### src/hw/rtl/bdq_pkg.sv
// Shared types and codes for the bounded deque with search.
package bdq_pkg;

   typedef enum logic [2:0] {
      FUNC_ADD_FRONT = 3'd0,
      FUNC_ADD_BACK  = 3'd1,
      FUNC_REM_FRONT = 3'd2,
      FUNC_REM_BACK  = 3'd3,
      FUNC_CONTAINS  = 3'd4,
      FUNC_REM_ALL   = 3'd5
   } func_type;

   localparam logic [1:0] STATUS_OK    = 2'd0;
   localparam logic [1:0] STATUS_FULL  = 2'd1;
   localparam logic [1:0] STATUS_EMPTY = 2'd2;

   // Classified command handed from the front end to the execution engine.
   typedef struct packed {
      logic [2:0] func;
      logic       is_add;
      logic       is_end_rem;
      logic       is_scan;
   } cmd_type;

endpackage

### src/hw/rtl/bdq_front.sv
// Front end: accepts request words, classifies them and holds them in a short queue.
module bdq_front #(
   parameter int VALUE_WIDTH = 32
) (
   input  logic                        clock,
   input  logic                        reset,
   input  logic                        req_valid,
   output logic                        req_stall,
   input  logic [2:0]                  req_func,
   input  logic signed [VALUE_WIDTH-1:0] req_value,
   output logic                        cmd_valid,
   input  logic                        cmd_take,
   output bdq_pkg::cmd_type            cmd,
   output logic [VALUE_WIDTH-1:0]      cmd_value
);

   // Two-entry queue
   bdq_pkg::cmd_type          q_cmd_ff [2];
   logic [VALUE_WIDTH-1:0]    q_val_ff [2];
   logic                      wr_ptr_ff, wr_ptr_in, rd_ptr_ff, rd_ptr_in;
   logic [1:0]                fill_ff, fill_in;
   logic                      push, pop;
   bdq_pkg::cmd_type          cls;

   always_comb begin
      cls.func       = req_func;
      cls.is_add     = (req_func == bdq_pkg::FUNC_ADD_FRONT) ||
                       (req_func == bdq_pkg::FUNC_ADD_BACK);
      cls.is_end_rem = (req_func == bdq_pkg::FUNC_REM_FRONT) ||
                       (req_func == bdq_pkg::FUNC_REM_BACK);
      cls.is_scan    = (req_func == bdq_pkg::FUNC_CONTAINS) ||
                       (req_func == bdq_pkg::FUNC_REM_ALL);
   end

   assign req_stall = (fill_ff == 2'd2);
   assign push      = req_valid && !req_stall;
   assign cmd_valid = (fill_ff != 2'd0);
   assign pop       = cmd_valid && cmd_take;
   assign cmd       = q_cmd_ff[rd_ptr_ff];
   assign cmd_value = q_val_ff[rd_ptr_ff];

   assign wr_ptr_in = push ? ~wr_ptr_ff : wr_ptr_ff;
   assign rd_ptr_in = pop ? ~rd_ptr_ff : rd_ptr_ff;
   always_comb begin
      fill_in = fill_ff;
      if (push && !pop) fill_in = fill_ff + 2'd1;
      else if (pop && !push) fill_in = fill_ff - 2'd1;
   end

   always_ff @(posedge clock) begin
      if (reset) begin
         wr_ptr_ff <= 1'b0;
         rd_ptr_ff <= 1'b0;
         fill_ff   <= 2'd0;
      end else begin
         wr_ptr_ff <= wr_ptr_in;
         rd_ptr_ff <= rd_ptr_in;
         fill_ff   <= fill_in;
      end
   end

   always_ff @(posedge clock) begin
      if (push) begin
         q_cmd_ff[wr_ptr_ff] <= cls;
         q_val_ff[wr_ptr_ff] <= req_value;
      end
   end

endmodule

### src/hw/rtl/bdq_back.sv
// Execution engine: circular store, end operations and the compacting scan.
module bdq_back #(
   parameter int DEPTH       = 16,
   parameter int VALUE_WIDTH = 32
) (
   input  logic                         clock,
   input  logic                         reset,
   input  logic                         cmd_valid,
   output logic                         cmd_take,
   input  bdq_pkg::cmd_type             cmd,
   input  logic [VALUE_WIDTH-1:0]       cmd_value,
   output logic                         rsp_valid,
   input  logic                         rsp_stall,
   output logic signed [31:0]           rsp_front_value,
   output logic signed [31:0]           rsp_back_value,
   output logic [4:0]                   rsp_entry_count,
   output logic                         rsp_is_empty,
   output logic                         rsp_found,
   output logic [1:0]                   rsp_status
);

   localparam int IW = (DEPTH > 1) ? $clog2(DEPTH) : 1;
   localparam int CW = $clog2(DEPTH + 1);
   localparam logic [CW-1:0] DEPTH_C = CW'(DEPTH);

   typedef enum logic [5:0] {
      ST_IDLE  = 6'b000001,
      ST_SCAN  = 6'b000010,
      ST_RDF   = 6'b000100,
      ST_RDB   = 6'b001000,
      ST_WAITB = 6'b010000,
      ST_RESP  = 6'b100000
   } state_type;

   state_type               state_ff, state_in;
   logic [VALUE_WIDTH-1:0]  mem [DEPTH];
   logic [VALUE_WIDTH-1:0]  rd_data_ff;
   logic [IW-1:0]           front_ff, front_in;
   logic [CW-1:0]           count_ff, count_in;
   logic [CW-1:0]           scan_ff, scan_in, kept_ff, kept_in;
   logic                    found_ff, found_in;
   logic [1:0]              status_ff, status_in;
   logic [VALUE_WIDTH-1:0]  key_ff, key_in;
   logic                    rem_all_ff, rem_all_in;
   logic                    pend_ff, pend_in;     // a read issued last cycle
   logic [IW-1:0]           rd_addr;
   logic                    rd_en;
   logic                    wr_en;
   logic [IW-1:0]           wr_addr;
   logic [VALUE_WIDTH-1:0]  wr_data;
   logic [VALUE_WIDTH-1:0]  fv_ff, fv_in, bv_ff, bv_in;
   logic                    rsp_valid_ff, rsp_valid_in;
   logic [IW-1:0]           slot_scan, slot_kept, slot_back, slot_prev;

   // base + off modulo DEPTH; the sum stays below 3 * DEPTH, so two
   // conditional subtractions bring it into range.
   function automatic logic [IW-1:0] wrap(input logic [IW-1:0] base,
                                          input logic [CW-1:0] off);
      logic [IW+CW:0] s;
      s = (IW+CW+1)'(base) + (IW+CW+1)'(off);
      if (s >= (IW+CW+1)'(DEPTH)) s = s - (IW+CW+1)'(DEPTH);
      if (s >= (IW+CW+1)'(DEPTH)) s = s - (IW+CW+1)'(DEPTH);
      return IW'(s);
   endfunction

   function automatic logic signed [31:0] ext(input logic [VALUE_WIDTH-1:0] v);
      logic [63:0] w;
      w = 64'(v);
      return w[31:0];
   endfunction

   assign slot_scan = wrap(front_ff, scan_ff);
   assign slot_kept = wrap(front_ff, kept_ff);
   assign slot_back = wrap(front_ff, count_ff - CW'(1));
   assign slot_prev = wrap(front_ff, DEPTH_C - CW'(1));

   assign cmd_take = (state_ff == ST_IDLE) && cmd_valid;

   always_comb begin
      state_in     = state_ff;
      front_in     = front_ff;
      count_in     = count_ff;
      scan_in      = scan_ff;
      kept_in      = kept_ff;
      found_in     = found_ff;
      status_in    = status_ff;
      key_in       = key_ff;
      rem_all_in   = rem_all_ff;
      pend_in      = 1'b0;
      rd_en        = 1'b0;
      rd_addr      = slot_scan;
      wr_en        = 1'b0;
      wr_addr      = slot_kept;
      wr_data      = cmd_value;
      fv_in        = fv_ff;
      bv_in        = bv_ff;
      rsp_valid_in = rsp_valid_ff && rsp_stall;
      unique case (state_ff)
         ST_IDLE: begin
            if (cmd_valid) begin
               found_in   = 1'b0;
               status_in  = bdq_pkg::STATUS_OK;
               key_in     = cmd_value;
               rem_all_in = (cmd.func == bdq_pkg::FUNC_REM_ALL);
               scan_in    = '0;
               kept_in    = '0;
               state_in   = ST_RDF;
               if (cmd.is_add) begin
                  if (count_ff >= DEPTH_C) status_in = bdq_pkg::STATUS_FULL;
                  else begin
                     wr_en    = 1'b1;
                     count_in = count_ff + CW'(1);
                     if (cmd.func == bdq_pkg::FUNC_ADD_FRONT) begin
                        front_in = slot_prev;
                        wr_addr  = slot_prev;
                     end else begin
                        wr_addr  = wrap(front_ff, count_ff);
                     end
                  end
               end else if (cmd.is_end_rem) begin
                  if (count_ff == '0) status_in = bdq_pkg::STATUS_EMPTY;
                  else begin
                     count_in = count_ff - CW'(1);
                     if (cmd.func == bdq_pkg::FUNC_REM_FRONT)
                        front_in = wrap(front_ff, CW'(1));
                  end
               end else if (cmd.is_scan) begin
                  state_in = ST_SCAN;
               end
            end
         end
         ST_SCAN: begin
            // One entry read per cycle; data compared the following cycle.
            if (pend_ff) begin
               if (rd_data_ff == key_ff) found_in = 1'b1;
               else if (rem_all_ff) begin
                  wr_en   = 1'b1;
                  wr_addr = slot_kept;
                  wr_data = rd_data_ff;
                  kept_in = kept_ff + CW'(1);
               end
            end
            if (scan_ff < count_ff) begin
               rd_en   = 1'b1;
               rd_addr = slot_scan;
               pend_in = 1'b1;
               scan_in = scan_ff + CW'(1);
            end else if (!pend_ff) begin
               if (rem_all_ff) count_in = kept_ff;
               state_in = ST_RDF;
            end
         end
         ST_RDF: begin
            rd_en    = 1'b1;
            rd_addr  = front_ff;
            state_in = ST_RDB;
         end
         ST_RDB: begin
            rd_en    = 1'b1;
            rd_addr  = slot_back;
            fv_in    = rd_data_ff;
            state_in = ST_WAITB;
         end
         ST_WAITB: begin
            bv_in    = rd_data_ff;
            state_in = ST_RESP;
         end
         ST_RESP: begin
            if (!rsp_valid_ff || !rsp_stall) begin
               rsp_valid_in = 1'b1;
               state_in     = ST_IDLE;
            end
         end
         default: state_in = ST_IDLE;
      endcase
   end

   always_ff @(posedge clock) begin
      if (reset) begin
         state_ff     <= ST_IDLE;
         front_ff     <= '0;
         count_ff     <= '0;
         rsp_valid_ff <= 1'b0;
      end else begin
         state_ff     <= state_in;
         front_ff     <= front_in;
         count_ff     <= count_in;
         rsp_valid_ff <= rsp_valid_in;
      end
   end

   always_ff @(posedge clock) begin
      scan_ff    <= scan_in;
      kept_ff    <= kept_in;
      found_ff   <= found_in;
      status_ff  <= status_in;
      key_ff     <= key_in;
      rem_all_ff <= rem_all_in;
      pend_ff    <= pend_in;
      fv_ff      <= fv_in;
      bv_ff      <= bv_in;
   end

   // Store: one write port, one registered read port.
   always_ff @(posedge clock) begin
      if (wr_en) mem[wr_addr] <= wr_data;
      if (rd_en) rd_data_ff <= mem[rd_addr];
   end

   // Output word register, loaded when the result is launched.
   logic signed [31:0] o_fv_ff, o_bv_ff;
   logic [4:0]         o_cnt_ff;
   logic               o_found_ff;
   logic [1:0]         o_status_ff;
   always_ff @(posedge clock) begin
      if (state_ff == ST_RESP && (!rsp_valid_ff || !rsp_stall)) begin
         o_fv_ff     <= (count_ff == '0) ? '0 : ext(fv_ff);
         o_bv_ff     <= (count_ff == '0) ? '0 : ext(bv_ff);
         o_cnt_ff    <= 5'(count_ff);
         o_found_ff  <= found_ff;
         o_status_ff <= status_ff;
      end
   end

   assign rsp_valid       = rsp_valid_ff;
   assign rsp_front_value = o_fv_ff;
   assign rsp_back_value  = o_bv_ff;
   assign rsp_entry_count = o_cnt_ff;
   assign rsp_is_empty    = (o_cnt_ff == 5'd0);
   assign rsp_found       = o_found_ff;
   assign rsp_status      = o_status_ff;

endmodule

### src/hw/rtl/bounded_deque_with_search.sv
// Top level of the bounded deque with search.
// Bounded double-ended queue of signed values held in a DEPTH-entry circular
// store. Each request word adds at the front or back, removes an end entry,
// searches for a value or removes every equal entry while keeping order; each
// yields exactly one response word with the front and back values (0 when
// empty), the count, an empty flag, the found flag and a status. Add and end
// removals read the front and back entries and then respond; contains and remove
// all first walk the store through its single read port, one entry per cycle,
// before doing the same. A two-word request queue lets new requests be taken
// while the engine works and while a response is stalled.
module bounded_deque_with_search #(
   parameter int DEPTH       = 16,
   parameter int VALUE_WIDTH = 32
) (
   input  logic                          clock,
   input  logic                          reset,
   input  logic                          req_valid,
   output logic                          req_stall,
   input  logic [2:0]                    req_func,
   input  logic signed [VALUE_WIDTH-1:0] req_value,
   output logic                          rsp_valid,
   input  logic                          rsp_stall,
   output logic signed [31:0]            rsp_front_value,
   output logic signed [31:0]            rsp_back_value,
   output logic [4:0]                    rsp_entry_count,
   output logic                          rsp_is_empty,
   output logic                          rsp_found,
   output logic [1:0]                    rsp_status
);

   logic                    cmd_valid, cmd_take;
   bdq_pkg::cmd_type        cmd;
   logic [VALUE_WIDTH-1:0]  cmd_value;

   bdq_front #(.VALUE_WIDTH(VALUE_WIDTH)) u_front (
      .clock, .reset, .req_valid, .req_stall, .req_func, .req_value,
      .cmd_valid, .cmd_take, .cmd, .cmd_value
   );

   bdq_back #(.DEPTH(DEPTH), .VALUE_WIDTH(VALUE_WIDTH)) u_back (
      .clock, .reset, .cmd_valid, .cmd_take, .cmd, .cmd_value,
      .rsp_valid, .rsp_stall, .rsp_front_value, .rsp_back_value,
      .rsp_entry_count, .rsp_is_empty, .rsp_found, .rsp_status
   );

   // A response word never reports more entries than the store holds.
   a_count_bound: assert property (@(posedge clock) disable iff (reset)
      rsp_valid |-> (32'(rsp_entry_count) <= DEPTH))
      else $error("count above depth");

   // Full status only when the store is full.
   a_full_status: assert property (@(posedge clock) disable iff (reset)
      (rsp_valid && rsp_status == bdq_pkg::STATUS_FULL) |->
      (32'(rsp_entry_count) == DEPTH))
      else $error("full status with room left");

   // Empty status only comes with an empty store.
   a_empty_status: assert property (@(posedge clock) disable iff (reset)
      (rsp_valid && rsp_status == bdq_pkg::STATUS_EMPTY) |-> rsp_is_empty)
      else $error("empty status with entries held");

endmodule

### config.mk
export PLATFORM = sky130hd
export DESIGN_NAME = bounded_deque_with_search
export DESIGN_NICKNAME = d
export VERILOG_FILES = /design/src/hw/rtl/bdq_pkg.sv /design/src/hw/rtl/bdq_front.sv /design/src/hw/rtl/bdq_back.sv /design/src/hw/rtl/bounded_deque_with_search.sv
export SDC_FILE = /design/constraint.sdc
export NUM_CORES = 1
export LEC_CHECK = 0
export ABC_AREA = 1
export BUFFER_PORTS_ARGS = -buffer_cell sky130_fd_sc_hd__buf_2
export CORE_ASPECT_RATIO = 0.75
export CORE_UTILIZATION = 35
export DETAILED_ROUTE_END_ITERATION = 8
export SYNTH_ARGS = -nofsm -noshare
export SYNTH_HDL_FRONTEND = slang
export SYNTH_SLANG_ARGS = --single-unit
### constraint.sdc
create_clock -name clock -period 7.7 [get_ports clock]
set_clock_uncertainty 0.15 [all_clocks]
set_input_delay 0 -clock clock [delete_from_list [all_inputs] [get_ports clock]]
set_output_delay 0 -clock clock [all_outputs]
set_load 0.02 [all_outputs]
==> impl_metrics.tcl <==
set metrics [dict create \
    coreArea_um2 99700 \
    die_h_um 277 \
    relSlewSlack_pct 25.9 \
    cts-root-buf "clkbuf_16" \
    path_class "flop to flop" \
    post_cts_buffers 0 \
    final_common_cell "nand2_1" \
    drive_gt1_share_pct 8.56 \
    dr.pass1.iters 7 \
    power_switching_mw 5.82 \
    synth-xor-area-share_pct 0.866 \
    cellLeakagePower_nw 16.5 \
    crit_path_end_kind "flop" \
    synth_top_cell_by_area "edfxtp_1" \
    htree_num_levels 3 \
    synth_top_area_share_pct 68.1 \
    period_share_pct 61.6 \
    drt-wirelength-per-cell_um 17.3 \
    insertion_delay_ns 0.64 \
    start_util_pct 35.5 \
    worstPathArrival_ns 5.10 \
    num_vias 22226 \
    cp_max_fo 129 \
    cts_tree "yes" \
    seqPwrFrac_pct 40.1 \
    design_area_um2 40200 \
    clock_power_share_pct 24.0 \
    violations "DRC" \
    routed_via_density 4.66 \
    clock_sinks 824 \
    grt.total_usage_pct 16.1 \
    dpl-instance-area_um2 37100 \
    wl_um 82800 \
    numCtsBuffers 74 \
    power.density_nw_per_um2 378 \
    max_cap_violations 0 \
    synth_top_family_by_area "simple AND/OR/NAND/NOR gates" \
    synth.area.mux_share_pct 0.0318 \
    dieWidth_um 369 \
    diodes 0 \
    min_path_type "primary input to flop" \
    finalWeightedCongestion 0.818 \
    grt_overflow 0 \
    ys_seq_elements 824 \
    clk_pin_slew_ns 0.06 \
    switching_share_pct 38.3 \
    worst_ep_required_time_ns 8.05 \
    synth_compound_area_share_pct 4.05 \
    intPower_mw 9.38 \
    outcome "finished, violations left" \
    fin_nets 3455 \
    io_pins 114 \
    hpwl_um 43400 \
    ys_seq_area_share_pct 69.3 \
    synth_cell_type_count 40 \
    synth_adder_area_share_pct 0.912 \
    post-route-drc-count 14 \
    final_cell_mix "877 x nand2_1, 802 x edfxtp_1, 632 x inv_1, 262 x nand3_1, 121 x nor2_1" \
    netlist_top_cells_area "edfxtp_1 68%, nand2_1 9.3%, inv_1 6.7%" \
    syn-num-nets 3290 \
    min_period_ns 4.74 \
    synth_cells 3227 \
    combPwrFrac_pct 35.8 \
    grt_pass1_wl_um 126000 \
    synth.avg_cell_area_um2 11.0 \
    ant_nets 0 \
    finalMaxSlewViolations 0 \
    antenna_found_initial 0 \
    num_rows 100 \
    worst_pin_slew_ns 1.11 \
    cts_buffer_depth 3 \
    finalHoldViolations 0 \
    drt_iter0_drc 1946 \
    setup_tns_ns 0 \
    grt_pass1_vias 20933 \
    finalSetupViolations 0 \
    area_growth_pct 13.6 \
    ir_worst_vdd_mv 0.264 \
    rsz0062_at_grt "false" \
    ys_warn_count 0 \
    yosys.area_share.simple_pct 15.3 \
    fmax_ghz 0.211 \
    die-area_um2 102000 \
    startpoint_type "flop" \
    synthesis.area_um2 35400 \
    io_buffers 113 \
    grt_max_degree 156 \
]
-- area by class of cell --
| cell class | count | area [um^2] |
|---|---|---|
| fill | 9440 | 59500 |
| sequential | 824 | 24500 |
| multi-input combinational | 1628 | 7680 |
| inverter | 642 | 2410 |
| clock buffer | 90 | 1980 |
| tap | 1326 | 1660 |
| timing repair buffer | 222 | 1600 |
| clock inverter | 41 | 343 |
-- worst max-delay path: stages, from the launching register on --
cell,delay (ns)
dfxtp_1,0.34
nor2_2,0.26
nand4_2,0.32
o21ai_0,0.25
ha_1,0.17
inv_1,0.06
fa_1,0.50
inv_1,0.04
nand2_1,0.09
o21ai_4,0.08
buf_12,0.25
inv_6,0.69
buf_4,0.65
nand3_1,0.14
nand2_1,0.09
nand2_1,0.05
nand2_1,0.12
nand2_1,0.07
nand2_1,0.13
-- metrics by stage --
step / worst slack (ns) / hold slack [ns] / instances / util (%) / total power, mW
global route: 2.53 / 0.0964 / 4773 / 40.3 / 16.1
floorplan: 3.25 / -0.0809 / 3227 / - / 10.3
CTS: 3.00 / 0.0453 / 4773 / 40.3 / 15.3
finish: 2.96 / 0.0907 / 4773 / 40.3 / 15.2
detailed placement: 3.03 / 0.0407 / 4567 / 37.2 / 11.6
global placement: 3.12 / 0.0372 / 4567 / 37.2 / 11.5
-- kinds of logic after synthesis --
family	count (synthesis)
flip-flops	824
multiplexers	1
buffers and inverters	775
adder cells (fa/ha/maj)	24
AND/OR/NAND/NOR	1318
AO/OA/AOI/OAI	250
XOR/XNOR	35
-- power groups by stage --
stage	clock network [mW]	registers, mW	logic (mW)
final	3.65	6.10	5.45
after global routing	3.87	6.14	6.13
after CTS	3.71	6.10	5.46
after detailed placement	0	6.20	5.41
after global placement	0	6.19	5.36
after floorplan	0	6.15	4.16
-- final timing paths --
kind | start | to | slack, ns | cells after the start
max | u_back.state_ff[0] | u_back.rd_data_ff[26] | 2.96 | 18
min | rsp_stall | u_back.rsp_valid | 0.09 | 4
max reg2reg | u_back.state_ff[0] | u_back.rd_data_ff[26] | 2.96 | 18
min reg2reg | u_back.status_ff[1] | u_back.rsp_status[1] | 0.28 | 0
-- flip-flops by register name, indices dropped and copies added, names as in the netlist, 2 cells and up, named ones only --
| signal | flops |
|---|---|
| u_back.status_ff | 2 |
| u_back.rsp_entry_count | 5 |
| u_front.q_val_ff | 64 |
| u_back.mem | 512 |
| u_back.count_ff | 5 |
| u_back.rsp_status | 2 |
| u_front.fill_ff | 2 |
| u_back.scan_ff | 5 |
| u_back.rd_data_ff | 32 |
| u_back.fv_ff | 32 |
| u_back.kept_ff | 5 |
| u_back.rsp_back_value | 32 |
| u_back.front_ff | 4 |
| u_back.state_ff | 6 |
| u_back.rsp_front_value | 32 |
| u_back.bv_ff | 32 |
| u_back.key_ff | 32 |
| u_front.q_cmd_ff | 12 |
-- per-layer routing --
layer  GRT usage (%)  part of all wire (%)
met3            2.98                   6.9
met5               0                     0
met1            23.3                    47
met4            3.50                   1.5
met2            25.2                    45
-- synth_stat cells (all sizes together) --
cell type and count:
nand2 883, edfxtp 802, inv 640, nand3 265, o21ai 158, nor2 147
buf 108, o211ai 66, clkbuf 25, xnor2 23, a21oi 22, dfxtp 22
ha 21, xor2 12, nand4 10, nor3 4, or2 4, fa 3
and3 2, clkinv 2, nor3b 2, o21bai 2, mux2 1, nand3b 1
o22ai 1, o31ai 1
-- repair_timing --
item                                   CTS  global route
hold buffers                            75             0
endpoints found under the hold margin   97             0
resized for setup                        0             0
Power figures use the tool's default switching activity.
